`config.mk`:
```
export PLATFORM = sky130hd
export DESIGN_NAME = keyed_slot_table
export DESIGN_NICKNAME = d
export VERILOG_FILES = /design/src/hdl/kst_pkg.sv /design/src/hdl/kst_ram.sv /design/src/hdl/kst_scan.sv /design/src/hdl/keyed_slot_table.sv
export VERILOG_INCLUDE_DIRS = /design/src /design/src/hdl
export SDC_FILE = /design/constraint.sdc
export NUM_CORES = 1
export LEC_CHECK = 0
export BUFFER_PORTS_ARGS = -buffer_cell sky130_fd_sc_hd__buf_4
export CAP_MARGIN = 30
export CORE_UTILIZATION = 48
export DETAILED_ROUTE_END_ITERATION = 6
export PLACE_DENSITY_LB_ADDON = 0.2
export SETUP_SLACK_MARGIN = 0.2
export SLEW_MARGIN = 30
export SYNTH_ARGS = -nofsm -noshare
export SYNTH_HDL_FRONTEND = slang
export SYNTH_SLANG_ARGS = --single-unit
```
`constraint.sdc`:
```
create_clock -name clk -period 7.02 [get_ports clk]
set_clock_uncertainty 0.1 [all_clocks]
set_input_delay 0.351 -clock clk [delete_from_list [all_inputs] [get_ports clk]]
set_output_delay 0.351 -clock clk [all_outputs]
set_load 0.01 [all_outputs]
```
`src/hdl/keyed_slot_table_macros.svh`:
```
// assertion helpers for the keyed slot table
// every macro samples on clk and is switched off while arst_n is low
`ifndef KEYED_SLOT_TABLE_MACROS_SVH
`define KEYED_SLOT_TABLE_MACROS_SVH

// condition holds in the same cycle as the trigger
`define KST_ASSERT_SAME(label, trig, cond, msg) \
	label: assert property (@(posedge clk) disable iff (!arst_n) (trig) |-> (cond)) \
		else $error(msg);

// condition holds in the cycle after the trigger
`define KST_ASSERT_NEXT(label, trig, cond, msg) \
	label: assert property (@(posedge clk) disable iff (!arst_n) (trig) |=> (cond)) \
		else $error(msg);

`endif

```
`src/hdl/kst_pkg.sv`:
```
package kst_pkg;

	localparam int SLOTS_DEF       = 16;
	localparam int KEY_BITS_DEF    = 64;
	localparam int HANDLE_BITS_DEF = 16;

	// fixed field widths of the request, the response and the slots in use word
	localparam int KEY_W    = 64;
	localparam int HANDLE_W = 16;
	localparam int SIU_W    = 5;
	localparam logic [SIU_W-1:0] SIU_RESET = 5'd16;

	typedef enum logic [1:0] {
		KIND_INSERT  = 2'd0,
		KIND_LOOKUP  = 2'd1,
		KIND_DELETE  = 2'd2,
		KIND_COMPACT = 2'd3
	} kind_t;

	typedef enum logic [1:0] {
		ST_DONE    = 2'd0,
		ST_FULL    = 2'd1,
		ST_MISSING = 2'd2
	} status_t;

	typedef struct packed {
		kind_t                kind;
		logic [KEY_W-1:0]     key;
		logic [HANDLE_W-1:0]  handle;
	} req_t;

	typedef struct packed {
		status_t              status;
		logic [HANDLE_W-1:0]  found_handle;
	} rsp_t;

	typedef enum logic [1:0] {
		SC_IDLE = 2'd0,
		SC_RUN  = 2'd1,
		SC_FIN  = 2'd2
	} scan_state_t;

	// sequencer status toward the top level
	typedef struct packed {
		logic idle;
		logic done;
	} scan_stat_t;

endpackage

```
`src/hdl/kst_ram.sv`:
```
module kst_ram #(
	parameter int DEPTH = kst_pkg::SLOTS_DEF,
	parameter int WIDTH = kst_pkg::KEY_BITS_DEF + kst_pkg::HANDLE_BITS_DEF,
	localparam int AW = $clog2(DEPTH)
) (
	input  logic             clk,
	input  logic             we,
	input  logic [AW-1:0]    waddr,
	input  logic [WIDTH-1:0] wdata,
	input  logic [AW-1:0]    raddr,
	output logic [WIDTH-1:0] rdata
);

	logic [WIDTH-1:0] mem [DEPTH];

	always_ff @(posedge clk) begin
		if (we) begin
			mem[waddr] <= wdata;
		end
	end

	always_ff @(posedge clk) begin
		rdata <= mem[raddr];
	end

endmodule

```
`src/hdl/kst_scan.sv`:
```
module kst_scan #(
	parameter int SLOTS       = kst_pkg::SLOTS_DEF,
	parameter int KEY_BITS    = kst_pkg::KEY_BITS_DEF,
	parameter int HANDLE_BITS = kst_pkg::HANDLE_BITS_DEF,
	localparam int IDX_W  = $clog2(SLOTS),
	localparam int CNT_W  = $clog2(SLOTS + 1),
	localparam int WORD_W = KEY_BITS + HANDLE_BITS
) (
	input  logic                clk,
	input  logic                arst_n,
	input  logic                start,
	input  kst_pkg::req_t       req,
	input  logic [CNT_W-1:0]    n,
	input  logic                rsp_ready,
	output kst_pkg::scan_stat_t stat,
	output kst_pkg::rsp_t       rsp,
	output logic                ram_we,
	output logic [IDX_W-1:0]    ram_waddr,
	output logic [WORD_W-1:0]   ram_wdata,
	output logic [IDX_W-1:0]    ram_raddr,
	input  logic [WORD_W-1:0]   ram_rdata
);

	// handle bits carried between the port field and the stored word
	localparam int HW_IN = (HANDLE_BITS < kst_pkg::HANDLE_W) ? HANDLE_BITS : kst_pkg::HANDLE_W;

	kst_pkg::scan_state_t state_q, state_d;
	kst_pkg::req_t        req_q;
	logic [IDX_W-1:0]     scan_idx_q, scan_idx_d;
	logic [IDX_W-1:0]     dst_q, dst_d;
	logic [IDX_W-1:0]     idx_s1;
	logic                 valid_s1;
	logic [SLOTS-1:0]     busy_q, busy_d;
	logic [CNT_W-1:0]     count_q, count_d;
	kst_pkg::rsp_t        res_q, res_d;

	logic [KEY_BITS-1:0]    key_q;
	logic [HANDLE_BITS-1:0] handle_in;
	logic [KEY_BITS-1:0]    rd_key;
	logic [HANDLE_BITS-1:0] rd_handle;
	logic                   last;
	logic                   hit;

	assign key_q     = req_q.key[KEY_BITS-1:0];
	assign handle_in = HANDLE_BITS'(req_q.handle[HW_IN-1:0]);
	assign rd_key    = ram_rdata[WORD_W-1:HANDLE_BITS];
	assign rd_handle = ram_rdata[HANDLE_BITS-1:0];
	assign last      = (CNT_W'(idx_s1) + CNT_W'(1)) == n;
	assign hit       = busy_q[idx_s1] && (rd_key == key_q);

	assign ram_raddr = scan_idx_q;
	assign stat.idle = (state_q == kst_pkg::SC_IDLE);
	assign stat.done = (state_q == kst_pkg::SC_FIN);
	assign rsp       = res_q;

	always_comb begin
		state_d    = state_q;
		scan_idx_d = scan_idx_q;
		dst_d      = dst_q;
		busy_d     = busy_q;
		count_d    = count_q;
		res_d      = res_q;
		ram_we     = 1'b0;
		ram_waddr  = idx_s1;
		ram_wdata  = {key_q, handle_in};
		case (state_q)
			kst_pkg::SC_IDLE: begin
				if (start) begin
					scan_idx_d = '0;
					dst_d      = '0;
					res_d.found_handle = '0;
					res_d.status       = kst_pkg::ST_DONE;
					// nothing visible, or no room: answer without scanning
					if (n == '0 || (req.kind == kst_pkg::KIND_INSERT && count_q >= n)) begin
						state_d = kst_pkg::SC_FIN;
						case (req.kind)
							kst_pkg::KIND_INSERT: res_d.status = kst_pkg::ST_FULL;
							kst_pkg::KIND_LOOKUP: res_d.status = kst_pkg::ST_MISSING;
							kst_pkg::KIND_DELETE: res_d.status = kst_pkg::ST_MISSING;
							default:              res_d.status = kst_pkg::ST_DONE;
						endcase
					end else begin
						state_d = kst_pkg::SC_RUN;
					end
				end
			end
			kst_pkg::SC_RUN: begin
				scan_idx_d = scan_idx_q + IDX_W'(1);
				if (valid_s1) begin
					case (req_q.kind)
						kst_pkg::KIND_INSERT: begin
							if (!busy_q[idx_s1]) begin
								ram_we          = 1'b1;
								busy_d[idx_s1]  = 1'b1;
								count_d         = count_q + CNT_W'(1);
								res_d.status    = kst_pkg::ST_DONE;
								state_d         = kst_pkg::SC_FIN;
							end else if (last) begin
								res_d.status = kst_pkg::ST_FULL;
								state_d      = kst_pkg::SC_FIN;
							end
						end
						kst_pkg::KIND_LOOKUP: begin
							if (hit) begin
								res_d.status       = kst_pkg::ST_DONE;
								res_d.found_handle = kst_pkg::HANDLE_W'(rd_handle[HW_IN-1:0]);
								state_d            = kst_pkg::SC_FIN;
							end else if (last) begin
								res_d.status = kst_pkg::ST_MISSING;
								state_d      = kst_pkg::SC_FIN;
							end
						end
						kst_pkg::KIND_DELETE: begin
							if (hit) begin
								busy_d[idx_s1] = 1'b0;
								if (count_q != '0) begin
									count_d = count_q - CNT_W'(1);
								end
								res_d.status = kst_pkg::ST_DONE;
								state_d      = kst_pkg::SC_FIN;
							end else if (last) begin
								res_d.status = kst_pkg::ST_MISSING;
								state_d      = kst_pkg::SC_FIN;
							end
						end
						default: begin
							// compact: dst trails the read pointer, so no write hits a later read
							if (busy_q[idx_s1]) begin
								if (idx_s1 != dst_q) begin
									ram_we         = 1'b1;
									ram_waddr      = dst_q;
									ram_wdata      = ram_rdata;
									busy_d[dst_q]  = 1'b1;
									busy_d[idx_s1] = 1'b0;
								end
								dst_d = dst_q + IDX_W'(1);
							end
							if (last) begin
								res_d.status = kst_pkg::ST_DONE;
								state_d      = kst_pkg::SC_FIN;
							end
						end
					endcase
				end
			end
			kst_pkg::SC_FIN: begin
				if (rsp_ready) begin
					state_d = kst_pkg::SC_IDLE;
				end
			end
			default: begin
				state_d = kst_pkg::SC_IDLE;
			end
		endcase
	end

	always_ff @(posedge clk or negedge arst_n) begin
		if (!arst_n) begin
			state_q    <= kst_pkg::SC_IDLE;
			scan_idx_q <= '0;
			dst_q      <= '0;
			valid_s1   <= 1'b0;
			busy_q     <= '0;
			count_q    <= '0;
		end else begin
			state_q    <= state_d;
			scan_idx_q <= scan_idx_d;
			dst_q      <= dst_d;
			valid_s1   <= (state_q == kst_pkg::SC_RUN);
			busy_q     <= busy_d;
			count_q    <= count_d;
		end
	end

	always_ff @(posedge clk) begin
		if (stat.idle && start) begin
			req_q <= req;
		end
		idx_s1 <= scan_idx_q;
		res_q  <= res_d;
	end

endmodule

```
`src/hdl/keyed_slot_table.sv`:
```
// channel   | signals                      | direction | moves
// ----------+------------------------------+-----------+-------------------------------
// request   | in_valid, in_ready, in_req   | in        | kind, key, handle
// response  | out_valid, out_ready, out_rsp| out       | status, found_handle
// config    | cfg_we, cfg_wdata            | in        | slots_in_use, written at once
//
// a request that needs no scan (no visible slot, or insert with the entry count at or above
// the visible slots) is answered without scanning; otherwise the scan stops at the slot that
// ends it, and compact always scans every visible slot
// the key/handle memory has one read port and is read one slot per cycle during a scan
// busy flags and the entry count sit in flops and clear at reset, so no clearing pass runs
// a response waiting in the output register does not block the next request
`include "keyed_slot_table_macros.svh"

module keyed_slot_table #(
	parameter int SLOTS       = kst_pkg::SLOTS_DEF,
	parameter int KEY_BITS    = kst_pkg::KEY_BITS_DEF,
	parameter int HANDLE_BITS = kst_pkg::HANDLE_BITS_DEF
) (
	input  logic                       clk,
	input  logic                       arst_n,
	input  logic                       in_valid,
	output logic                       in_ready,
	input  kst_pkg::req_t              in_req,
	output logic                       out_valid,
	input  logic                       out_ready,
	output kst_pkg::rsp_t              out_rsp,
	input  logic                       cfg_we,
	input  logic [kst_pkg::SIU_W-1:0]  cfg_wdata
);

	localparam int IDX_W  = $clog2(SLOTS);
	localparam int CNT_W  = $clog2(SLOTS + 1);
	localparam int WORD_W = KEY_BITS + HANDLE_BITS;

	// slots in use register
	logic [kst_pkg::SIU_W-1:0] siu_q;
	// visible slots: register clamped to the built capacity
	logic [CNT_W-1:0]          n_vis;

	kst_pkg::scan_stat_t stat;
	kst_pkg::rsp_t       scan_rsp;
	logic                rsp_ready;
	logic                out_valid_q;
	kst_pkg::rsp_t       out_rsp_q;

	logic                ram_we;
	logic [IDX_W-1:0]    ram_waddr;
	logic [WORD_W-1:0]   ram_wdata;
	logic [IDX_W-1:0]    ram_raddr;
	logic [WORD_W-1:0]   ram_rdata;

	always_ff @(posedge clk or negedge arst_n) begin
		if (!arst_n) begin
			siu_q <= kst_pkg::SIU_RESET;
		end else if (cfg_we) begin
			siu_q <= cfg_wdata;
		end
	end

	assign n_vis = (int'(siu_q) > SLOTS) ? CNT_W'(SLOTS) : CNT_W'(siu_q);

	// a new request is taken whenever the sequencer is idle
	assign in_ready  = stat.idle;
	// the sequencer hands over its result once the output register is free or draining
	assign rsp_ready = !out_valid_q || out_ready;

	kst_scan #(
		.SLOTS       (SLOTS),
		.KEY_BITS    (KEY_BITS),
		.HANDLE_BITS (HANDLE_BITS)
	) u_scan (
		.clk       (clk),
		.arst_n    (arst_n),
		.start     (in_valid && in_ready),
		.req       (in_req),
		.n         (n_vis),
		.rsp_ready (rsp_ready),
		.stat      (stat),
		.rsp       (scan_rsp),
		.ram_we    (ram_we),
		.ram_waddr (ram_waddr),
		.ram_wdata (ram_wdata),
		.ram_raddr (ram_raddr),
		.ram_rdata (ram_rdata)
	);

	// key and handle of every slot, one word per slot
	kst_ram #(
		.DEPTH (SLOTS),
		.WIDTH (WORD_W)
	) u_ram (
		.clk   (clk),
		.we    (ram_we),
		.waddr (ram_waddr),
		.wdata (ram_wdata),
		.raddr (ram_raddr),
		.rdata (ram_rdata)
	);

	// output register
	always_ff @(posedge clk or negedge arst_n) begin
		if (!arst_n) begin
			out_valid_q <= 1'b0;
		end else if (stat.done && rsp_ready) begin
			out_valid_q <= 1'b1;
		end else if (out_ready) begin
			out_valid_q <= 1'b0;
		end
	end

	always_ff @(posedge clk) begin
		if (stat.done && rsp_ready) begin
			out_rsp_q <= scan_rsp;
		end
	end

	assign out_valid = out_valid_q;
	assign out_rsp   = out_rsp_q;

	// after an accepted request the sequencer is busy in the next cycle
	`KST_ASSERT_NEXT(a_busy_after_accept, in_valid && in_ready, !in_ready, "request accepted while sequencer stayed idle")
	// a handed over result always lands in the output register
	`KST_ASSERT_NEXT(a_result_lands, stat.done && rsp_ready, out_valid, "finished result was lost")
	// only a successful lookup carries a handle
	`KST_ASSERT_SAME(a_handle_zero, out_valid && out_rsp.status != kst_pkg::ST_DONE, out_rsp.found_handle == '0, "handle given with a failing status")

endmodule

```
Word-level counts from Yosys, hierarchy flattened
Memories as Yosys holds them, arrays and structs flattened. A register that Yosys moved wholly into a read port is not among the register bits.
Index checks and enable logic that the tools add are counted.
{ "op_classes": {"reduce_logical": 30, "addsub": 5, "eq_ne": 22, "muxes": 64, "bitwise_logic": 6, "n_lt_le_gt_ge": 6} }
{ "ops": {"columns": ["op", "count"], "rows": [
  ["$mux W80", 5],
  ["$mux W16", 6],
  ["$eq A64 B64 Y1", 1],
  ["$pmux W16 S3", 1],
  ["$mux W18", 2],
  ["$mux W4", 9],
  ["$pmux W18 S2", 1],
  ["$and A16 B16 Y16", 2],
  ["$or A16 B16 Y16", 2],
  ["$mux W2", 13],
  ["$mux W5", 4],
  ["$not A16 Y16", 1],
  ["$pmux W4 S2", 2],
  ["$ne A2 B1 Y1 const B", 7],
  ["$mux W1", 12],
  ["$pmux W2 S2", 3],
  ["$reduce_and A6 Y1", 2],
  ["$lt A4 B5 Y1 const B", 2],
  ["$pmux W5 S2", 1],
  ["$reduce_and A5 Y1", 2],
  ["$add A4 B1 Y4 const B", 2],
  ["$demux W1 S4", 2],
  ["$ge A4 B1 Y1 const B", 2],
  ["$ne A4 B3 Y1 const B", 2],
  ["28 further kinds", 47]
]} }
{ "word_totals": {"ff_bits": 160, "elab_cells": 150, "ram_bits": 1280, "out_inout_bits": 20, "mem_count": 1} }
{ "memory_table": {"columns": ["memory", "depth", "word_bits", "rd", "rd_clocked_by_memory_dff", "write_ports", "line", "source"], "rows": [
  ["u_ram.mem", 16, 80, 1, 1, 1, "kst_ram.sv:14", "logic [WIDTH-1:0] mem [DEPTH];"]
]} }

Longest topological paths before layout
Gate-level depths: netlist of run 1.
{ "depth": {"depth_word": 9, "mapped_depth": 11, "depth_no_buf": 10} }

Modules after synthesis
Synthesis of run 1 repeated with hierarchy kept, for this count alone.
{ "hier_totals": {"hier_cells": 2696, "hier_area_um2": 57863.0} }
{ "modules_own_cells": {"columns": ["mod", "instances", "seq_area_each_um2", "area_each_um2", "cells_per_inst"], "rows": [
  ["kst_ram", 1, 40038.4, 49422.4, 2054],
  ["kst_scan", 1, 3883.7, 7638.6, 604],
  ["keyed_slot_table", 1, 691.9, 802.0, 38]
]} }

Least setup slack after synthesis of run 1
No wires, ideal clock.
{ "synth_timing": {"path_type": "reg-to-reg", "startpoint": "register u_scan.idx_s1[1]", "endpoint": "memory u_ram.mem[1][0] (netlist bit), enable pin", "slack_ns": 0.985, "setup_time_ns": 0.519, "stages_incl_launch_ff": 10, "period_less_slack_ns": 6.035, "required_ns": 6.401, "t_arrival_ns": 5.416, "path_cell_list": "dfxtp_1 > buf_6 > mux4_2 > a22oi_2 > o211ai_2 > buf_6 > or3_4 > a21oi_4 > o21ai_2 > nor2_1"} }
{ "synth_between": {"elab_chain_cells": 8, "elab_cells_between_ends": 16} }
{ "synth_rtl": {"columns": ["item", "line", "source"], "rows": [
  ["start: declaration", "kst_scan.sv:31", "logic [IDX_W-1:0] idx_s1;"],
  ["start signal: assignment", "kst_scan.sv:179", "idx_s1 <= scan_idx_q;"],
  ["$bmux W1 S4 / $ne A4 B4 Y1 (equally long branches)", "kst_scan.sv:92, kst_scan.sv:128, kst_scan.sv:129", null],
  ["$mux W1, on equally long branches", "kst_scan.sv:92, kst_scan.sv:128, kst_scan.sv:129", null],
  ["$mux W1, on equally long branches", "kst_scan.sv:128, kst_scan.sv:92", null],
  ["$pmux W1 S2", "kst_scan.sv:90", "case (req_q.kind)"],
  ["$mux W1", "kst_scan.sv:89", "if (valid_s1) begin"],
  ["$mux W1", "kst_scan.sv:66", "case (state_q)"],
  ["$mux W1", "kst_ram.sv:17", "if (we) begin"],
  ["$mux W1 (not written as such)", "kst_ram.sv:18", "mem[waddr] <= wdata;"],
  ["end: declaration", "kst_ram.sv:14", null]
]} }
Parallel ways exist; a longest one is shown, timed or not. The select of a mux whose other input is x is not followed.

Final worst setup path of run 1
{ "layout_timing": {"startpoint": "register u_scan.idx_s1[3]", "endpoint": "memory u_ram.mem[4][57] (netlist bit), enable pin"} }
The elaborated chain is that of the path after synthesis.

==> metrics.md, run 1 <==
| Metric | Value |
|---|---|
| Req. time, crit path | `7.30 ns` |
| Via density | `5.86` |
| PortBufs | `~110` |
| Crit path depth | `7` |
| Post-DR wirelength/cell | `28.6 µm` |
| Final setup viols | `0` |
| R2R depth | `7` |
| Top_reg_cell synth | `edfxtp_1` |
| Routed Antenna Nets | `0` |
| Syn Inst Count | `about 2.5k` |
| Startpoint type of the worst setup path | `register` |
| Top-count cell post-synth | `edfxtp_1` |
| Synth area leaders | `edfxtp_1 (72%), mux4_2 (16%), dfxtp_1 (2.9%)` |
| Total gr overflow | `0` |
| Worst r2r dst | `u_ram.mem[4][57]` |
| Max Cap Viol | `0` |
| Delay-heaviest family, CP | `simple AND/OR/NAND/NOR gates` |
| CP Capture Point | `u_ram.mem[4][57]` |
| TritonCTS clock tree | `done` |
| Vias in the first global route | `27.7k` |
| Initial Utilization | `between 40% and 50%` |
| Pin count of the biggest net entering global routing | `138` |
| Synth Area per Inst | `roughly 23 µm²` |
| Synth top area share | `72.1%` |
| Critical path's largest stage delay | `just under 0.8 ns` |
| Hold Path Class | `in2async` |
| Pwr Total | `approximately 26 mW` |
| Setup TNS | `0 ns` |
| Top cell type by total area after synthesis | `edfxtp_1` |
| Critical Path Start | `u_scan.idx_s1[3]` |
| Post-Route WL | `roughly 130000 µm` |
| ANT cells | `0` |
| Cell area after layout | `about 67000 µm²` |
| Crit-path cells | `mux2i_1 -> a2bb2oi_1 -> o211ai_2 -> nor3b_4 -> mux2i_1 -> nor2_4 -> buf_12` |
| Total Routing Usage GR | `between 20% and 30%` |
| Clk_lat worst skew | `roughly 0.76 ns` |
| R2r startpoint | `u_scan.idx_s1[3]` |
| FF-to-FF setup slack | `between 2 and 2.5 ns` |
| DRC Markers | `0` |
| # IOs | `approximately 110` |
| # H-tree levels | `4` |
| CTS Root Buffer Type | `clkbuf_16` |
| Power per cell area | `~380 nW/µm²` |
| Most frequent cells after synthesis | `edfxtp_1 (1398), mux4_2 (403), dfxtp_1 (84)` |
| First-pass GRT wire length | `between 150000 and 200000 µm` |
| Hpwl dp | `66200 µm` |
| Worst-path maximum fanout | `62` |
| Arrival time of the worst setup path | `4.85 ns` |
| Yosys Warn Count | `0` |
| Inst Count DP | `4148` |
| Via count | `about 27k` |
| Fin nets | `about 2.9k` |
| Worst vdd ir | `between 0.3 and 0.4 mV` |
| Lkg Pwr | `about 21 nW` |
| Fin cells | `between 4k and 5k` |
| Setup bufs post-CTS | `0` |
| Status | `completed` |
| GP Congestion | `a little over 0.8` |
| Worst-margin pin slew | `roughly 1.1 ns` |
| Fmax | `between 200 and 250 MHz` |
| Final period util | `65.0%` |
| Flops & latches, synth | `1520` |
| Post-synthesis cell type count | `61` |
| Post-Place Cell Area | `around 60000 µm²` |
| Netlist Area Pre-Place | `58200 µm²` |
| Worst Setup Slack, final | `2.45 ns` |
| Max-slew headroom | `26.7%` |
| TritonCTS buffer count | `153` |
| DR pass1 iterations | `7` |
| Hold buffer count at cts | `91` |
| Share of post-route cells with drive strength above 1 | `a little under a third` |
| Number of hold violations in the final report | `0` |
| CP max-delay cell | `nor2_4` |
| Cell mode on critical path | `mux2i_1` |
| CTS Buffer Depth | `3` |
| Crit Path Class | `reg2reg` |
| Asr flop ratio synth | `2.50%` |
| Post-synth EDFFs | `~1.4k` |
| Unrepaired setup endpoints after global routing | `no` |
| Floorplan core area | `approximately 120000 µm²` |
| Worst-path clk slew | `0.06 ns` |
| PostCTS Resize Cnt | `0` |
| Area Overhead vs Synth | `15.2%` |
| Crit path capture type | `register` |
| Sinks on Clock Net | `1520` |
| Core Rows | `between 100 and 150` |
| Initial antenna violation count | `2` |
| Fillers | `slightly below 9k` |
| Final min period | `4.57 ns` |
| Pre-CTS worst setup slack | `about 2.4 ns` |
| Die width | `~350 µm` |
| Area of the die | `~120000 µm²` |
| Syn nets | `2623` |
| DR iter-0 viols | `2562` |
| Seq/Total Area, Yosys | `between 70% and 80%` |
| Height of the die | `350 µm` |
| Final Max Slew Viols | `0` |
| Worst path bufs/invs | `1` |
-- how the worst min path moves through the flow --
stage / startpoint / to / slack, ns
after detailed placement: arst_n / siu_q[3] / 0.27
after floorplan: arst_n / out_valid / -0.04
after global routing: arst_n / siu_q[2] / 0.09
after CTS: arst_n / siu_q[1] / 0.05
final: arst_n / siu_q[3] / 0.07
after global placement: arst_n / siu_q[2] / 0.25
-- logic make-up (layout without fill, tap and decap cells) --
logic type / Yosys count / count (layout) / synth area share, %
flip-flops: 1520 / 1520 / 76.6
multiplexers: 499 / 499 / 17.9
AND/OR/NAND/NOR: 157 / 157 / 1.47
buffers and inverters: 140 / 542 / 1.23
AO/OA/AOI/OAI: 86 / 86 / 0.995
XOR/XNOR: 81 / 81 / 1.24
adder cells (fa/ha/maj): 24 / 24 / 0.528
-- state kept, by name, summed over array words and instances, names as in the netlist --
register	cells
out_valid	1
siu_q	5
out_rsp	18
u_scan.count_q	5
u_ram.rdata	80
u_scan.busy_q	16
u_scan.idx_s1	4
u_scan.dst_q	4
u_scan.ram_raddr	4
u_scan.state_q	2
u_scan.handle_in	16
u_scan.rsp	18
u_scan.req_q	2
u_ram.mem	1280
u_scan.valid_s1	1
u_scan.key_q	64
-- per-stage QoR --
| stage | util, % | hold WS [ns] |
|---|---|---|
| floorplan | - | -0.0446 |
| global placement | 50.9 | 0.252 |
| detailed placement | 51.0 | 0.268 |
| CTS | 55.8 | 0.0503 |
| global route | 55.8 | 0.0890 |
| finish | 55.8 | 0.0682 |
-- cells in the final DEF (no fill, tap or decap), types with 7 or more instances in the layout --
| cell | Yosys | layout |
|---|---|---|
| nor4_1 | 20 | 19 |
| dlygate4sd3_1 | 0 | 91 |
| nand2_1 | 22 | 22 |
| dfrtp_1 | 37 | 33 |
| buf_12 | 9 | 20 |
| nor2b_1 | 11 | 10 |
| bufinv_16 | 0 | 8 |
| mux2_4 | 80 | 80 |
| mux4_2 | 403 | 403 |
| clkbuf_1 | 68 | 45 |
| mux2_2 | 8 | 8 |
| ha_1 | 23 | 23 |
| nor2_4 | 0 | 16 |
| buf_4 | 2 | 126 |
| and2_1 | 17 | 17 |
| inv_1 | 15 | 15 |
| a31oi_1 | 18 | 17 |
| nand3_1 | 7 | 7 |
| mux2i_1 | 8 | 8 |
| nor2_1 | 46 | 30 |
| clkinv_1 | 1 | 19 |
| xor2_1 | 75 | 75 |
| clkbuf_8 | 0 | 13 |
| edfxtp_1 | 1398 | 1398 |
| clkbuf_16 | 0 | 157 |
| a21oi_1 | 25 | 24 |
| dfxtp_1 | 84 | 84 |
| a22oi_1 | 17 | 17 |
| clkinv_2 | 0 | 25 |
-- layer usage --
metal	global-route usage (%)	wire, µm	part of all wire [%]
met5	0	11	0.0085
met4	5.57	2310	1.8
met3	3.42	7400	5.7
met2	34.4	63000	49
met1	31.1	56300	44
-- report_power, final --
group | switching (mW) | internal (mW) | total, mW | leakage (nW)
clock | 3.31 | 4.55 | 7.87 | 2.37
sequential | 0.550 | 11.1 | 11.7 | 13.8
combinational | 3.08 | 2.91 | 5.99 | 5.32
-- layout make-up --
class                      instances  area, µm²  share of cell area, %
timing repair buffer             246       2460                   3.67
tap                             1612       2020                   3.01
inverter                          16       62.6                 0.0933
multi-input combinational        847      13100                   19.5
clock inverter                    65        582                  0.867
sequential                      1520      44600                   66.5
clock buffer                     215       4280                   6.38
-- worst reg2reg max path, delay by kind of cell, from the launching register on --
family                 cells  cell delay (ns)
multiplexers               2             0.65
AO/OA/AOI/OAI              2             0.62
AND/OR/NAND/NOR            2             1.53
flip-flops                 1             0.69
buffers and inverters      1             0.52
Note: power is estimated with default switching activity, not from simulation.
==> inputs of run 2 (changes only) <==
--- a/config.mk
+++ b/config.mk
@@ -6,6 +6,7 @@
 export SDC_FILE = /design/constraint.sdc
 export NUM_CORES = 1
 export LEC_CHECK = 0
+export ABC_AREA = 1
 export BUFFER_PORTS_ARGS = -buffer_cell sky130_fd_sc_hd__buf_4
 export CAP_MARGIN = 30
 export CORE_UTILIZATION = 48
==> constraint.sdc (replaced) <==
create_clock -name clk -period 4.05 [get_ports clk]
set_clock_uncertainty 0.1 [all_clocks]
set_input_delay 0.2025 -clock clk [delete_from_list [all_inputs] [get_ports clk]]
set_output_delay 0.2025 -clock clk [all_outputs]
set_load 0.01 [all_outputs]
==> run 2 against run 1 <==
- the flow now finishes with violations (DRC)
- worst hold slack lost 0.017 ns
- global-route usage grew 1.2 points
- sequential power grew 66%
- first-iteration DRC count grew 33%
- synthesized cell count grew 73%
- count of clock-buffer cells in the layout grew 10
- design area grew 4.5%
- via count grew 38%
- total power grew 75%
- largest cell class unchanged
- largest power group unchanged
==> metrics.md, run 2 <==
| Metric | Value |
|---|---|
| CTS Buffer Depth | `3 (unchanged)` |
| Area occupied by registers | `44600 µm² (about the same)` |
| Status | `complete, but fails checks` |
| Syn nets | `4442 (+69%)` |
| CTS Root Buffer Type | `clkbuf_16` |
| Die width | `355 µm (+1.5%)` |
| Via count | `36.5k (+38%)` |
| Unrepaired setup endpoints after global routing | `no` |
| Power per cell area | `637 nW/µm² (+68%)` |
| # IOs | `112 (unchanged)` |
| GP Congestion | `0.812 (+0.97%)` |
| Fillers | `9732 (+10%)` |
| Max-slew headroom | `31.8% (+5.1 points)` |
| Synth top area share | `70.0% (-2.1 points)` |
| Post-DR wirelength/cell | `22.6 µm (-21%)` |
| DR iter-0 viols | `3410 (+33%)` |
| # H-tree levels | `4 (unchanged)` |
| DR pass1 iterations | `7 (unchanged)` |
| Asr flop ratio synth | `2.50% (unchanged)` |
| Worst-path maximum fanout | `15 (-76%)` |
| Netlist Area Pre-Place | `60000 µm² (+3.0%)` |
| Synth area leaders | `edfxtp_1 (70%), mux2i_1 (4.0%), nor2_1 (3.7%)` |
| Most common cell after layout, fill and taps aside | `edfxtp_1` |
| Violated checks | `DRC` |
| Routed Antenna Nets | `0 (unchanged)` |
| Post-Route WL | `144000 µm (+12%)` |
| Synth Area per Inst | `13.9 µm² (-40%)` |
| Clk_lat worst skew | `0.79 ns (+0.03 ns)` |
| R2r startpoint | `u_scan.idx_s1[1]` |
| Multi-input logic area | `13700 µm² (+4.9%)` |
| CP max-delay cell | `dfxtp_1` |
| TritonCTS buffer count | `159 (+3.9%)` |
| Fmax | `286 MHz (+30%)` |
| TritonCTS clock tree | `done` |
| Worst-path clk slew | `0.06 ns (about the same)` |
| Share of post-route cells with drive strength above 1 | `10.9% (-20 points)` |
| Core Rows | `129 (+1.6%)` |
| Flops & latches, synth | `1520 (unchanged)` |
| Most frequent cells after synthesis | `edfxtp_1 (1398), nor2_1 (597), nand2_1 (467)` |
| Fin Hold WS | `0.0513 ns (-0.0169 ns)` |
| Hold Path Class | `in2reg` |
| HP Start | `in_req[46]` |
| Worst Setup Slack, final | `0.548 ns (-1.91 ns)` |
| Vias in the first global route | `35.2k (+27%)` |
| Final core utilization | `56.6% (+0.78 points)` |
| Critical path's largest stage delay | `0.61 ns (-0.17 ns)` |
| Top_reg_cell synth | `edfxtp_1` |
| Area of the die | `126000 µm² (+3.0%)` |
| Cell mode on critical path | `nand2_1` |
| Worst vdd ir | `0.603 mV (+86%)` |
| Crit Path Class | `reg2reg` |
| Area Overhead vs Synth | `16.9%` |
| Total gr overflow | `0 (unchanged)` |
| Fin nets | `4738 (+63%)` |
| First-pass GRT wire length | `217000 µm (+15%)` |
| Setup bufs post-CTS | `0 (unchanged)` |
| Initial antenna violation count | `1 (-1)` |
| Seq/Total Area, Yosys | `74.4% (-2.2 points)` |
| Req. time, crit path | `4.40 ns (-2.90 ns)` |
| Pin count of the biggest net entering global routing | `154 (+12%)` |
| Total Routing Usage GR | `22.7% (+1.2 points)` |
| Worst path bufs/invs | `2 (+1)` |
| Via density | `5.71 (-2.7%)` |
| ANT cells | `0 (unchanged)` |
| Top-count cell post-synth | `edfxtp_1` |
| Height of the die | `355 µm (+1.5%)` |
| Syn Inst Count | `4326 (+73%)` |
| Max Cap Viol | `0 (unchanged)` |
| Critical Path Start | `u_scan.idx_s1[1]` |
| Hpwl dp | `72300 µm (+9.2%)` |
| Worst-margin pin slew | `1.02 ns (-0.0667 ns)` |
| Met3 Wirelength | `8100 µm (+9.5%)` |
| Highest routed layer | `met4` |
| Biggest register | `u_ram.mem` |
| Arrival time of the worst setup path | `3.85 ns (-1.00 ns)` |
| Setup TNS | `0 ns (unchanged)` |
| Final setup viols | `0 (unchanged)` |
| Wire length on met1 | `63500 µm (+13%)` |
| Top cell type by total area after synthesis | `edfxtp_1` |
| PortBufs | `111 (unchanged)` |
| Final min period | `3.50 ns (-1.06 ns)` |
| Post-synthesis cell type count | `47 (-23%)` |
| Commonest non-fill, non-tap cells in the layout | `edfxtp_1 (1398), nor2_1 (579), nand2_1 (466)` |
| Final period util | `86.5% (+21 points)` |
| DRC Markers | `20 (+20)` |
| Largest register FFs | `1280 (unchanged)` |
| Sinks on Clock Net | `1520 (unchanged)` |
| Number of hold violations in the final report | `0 (unchanged)` |
| Pre-CTS worst setup slack | `0.439 ns (-1.99 ns)` |
| Crit path capture type | `register` |
| Crit-path cells | `inv_2 -> o211ai_1 -> nand2_1 -> nand2_1 -> nand2_2 -> nor2_2 -> a21oi_1 -> nor3_2 -> nand3_1 -> nor2_4 -> buf_4` |
| Delay-heaviest family, CP | `simple AND/OR/NAND/NOR gates` |
| Floorplan core area | `124000 µm² (+3.1%)` |
| Lkg Pwr | `24.3 nW (+13%)` |
| Yosys Warn Count | `0 (unchanged)` |
| Final Max Slew Viols | `0 (unchanged)` |
| Post-synth EDFFs | `1398 (unchanged)` |
| Startpoint type of the worst setup path | `register` |
| Routed wl met2 | `69800 µm (+11%)` |
| Initial Utilization | `48.4% (about the same)` |
| Cell area after layout | `70100 µm² (+4.5%)` |
| Post-Place Cell Area | `63500 µm² (+3.7%)` |
[run 2: final cells by class]
class	instances	area share (%)
Inverter	173	0.951
Sequential cell	1520	63.7
Clock buffer	225	6.21
Clock inverter	72	0.968
Timing Repair Buffer	406	5.73
Tap cell	1637	2.92
Multi-Input combinational cell	2362	19.5
[run 2: worst paths after layout]
path / end / slack [ns] / cells after the start
worst max-delay path: u_ram.mem[14][5] / 0.55 / 11
worst min-delay path: u_scan.key_q[30] / 0.05 / 2
worst max register to register: u_ram.mem[14][5] / 0.55 / 11
worst min register to register: out_rsp[0] / 0.30 / 0
max in group asynchronous: u_scan.ram_raddr[1] / 3.22 / 4
min in group asynchronous: siu_q[4] / 0.40 / 3
[run 2: logic make-up (layout without fill, tap and decap cells)]
group	after synthesis	after routing	synth area share, %
fa+ha+maj	24	24	0.513
buf+inv	444	876	3.04
mux	241	241	4.02
compound gates	869	869	9.71
xor+xnor	29	29	0.424
flops	1520	1520	74.4
simple gates	1199	1199	7.90
[run 2: layer usage]
layer  vias up  track usage, %
li1      16800               -
met1     18400            31.8
met2      1137            37.1
met3       199            3.12
met4         0            6.47
met5         -               0
[run 2: report_power, final]
part | switching (mW) | internal (mW)
combinational | 7.41 | 3.74
sequential | 0.711 | 18.7
clock | 5.92 | 8.15
total | 14.0 | 30.6
[run 2: metrics by stage]
stage	total power [mW]	cells
final	44.7	6395
after global routing	46.8	6395
after CTS	44.9	6395
after detailed placement	30.8	5944
after global placement	30.6	5944
after floorplan	27.1	4326
[run 2: repair_timing]
action | in CTS | in global routing
hold buffers | 154 | 0
endpoints found under the setup margin | 0 | 424
resized for setup | 0 | 1
hold endpoints to repair | 148 | 0
[run 2: worst reg2reg max path: cells and delay by family (launching register included)]
family / cells / cell delay, ns
buffers and inverters: 2 / 0.60
DFF: 1 / 0.61
AOI/OAI and AO/OA: 2 / 0.25
and+or+nand+nor: 7 / 1.61
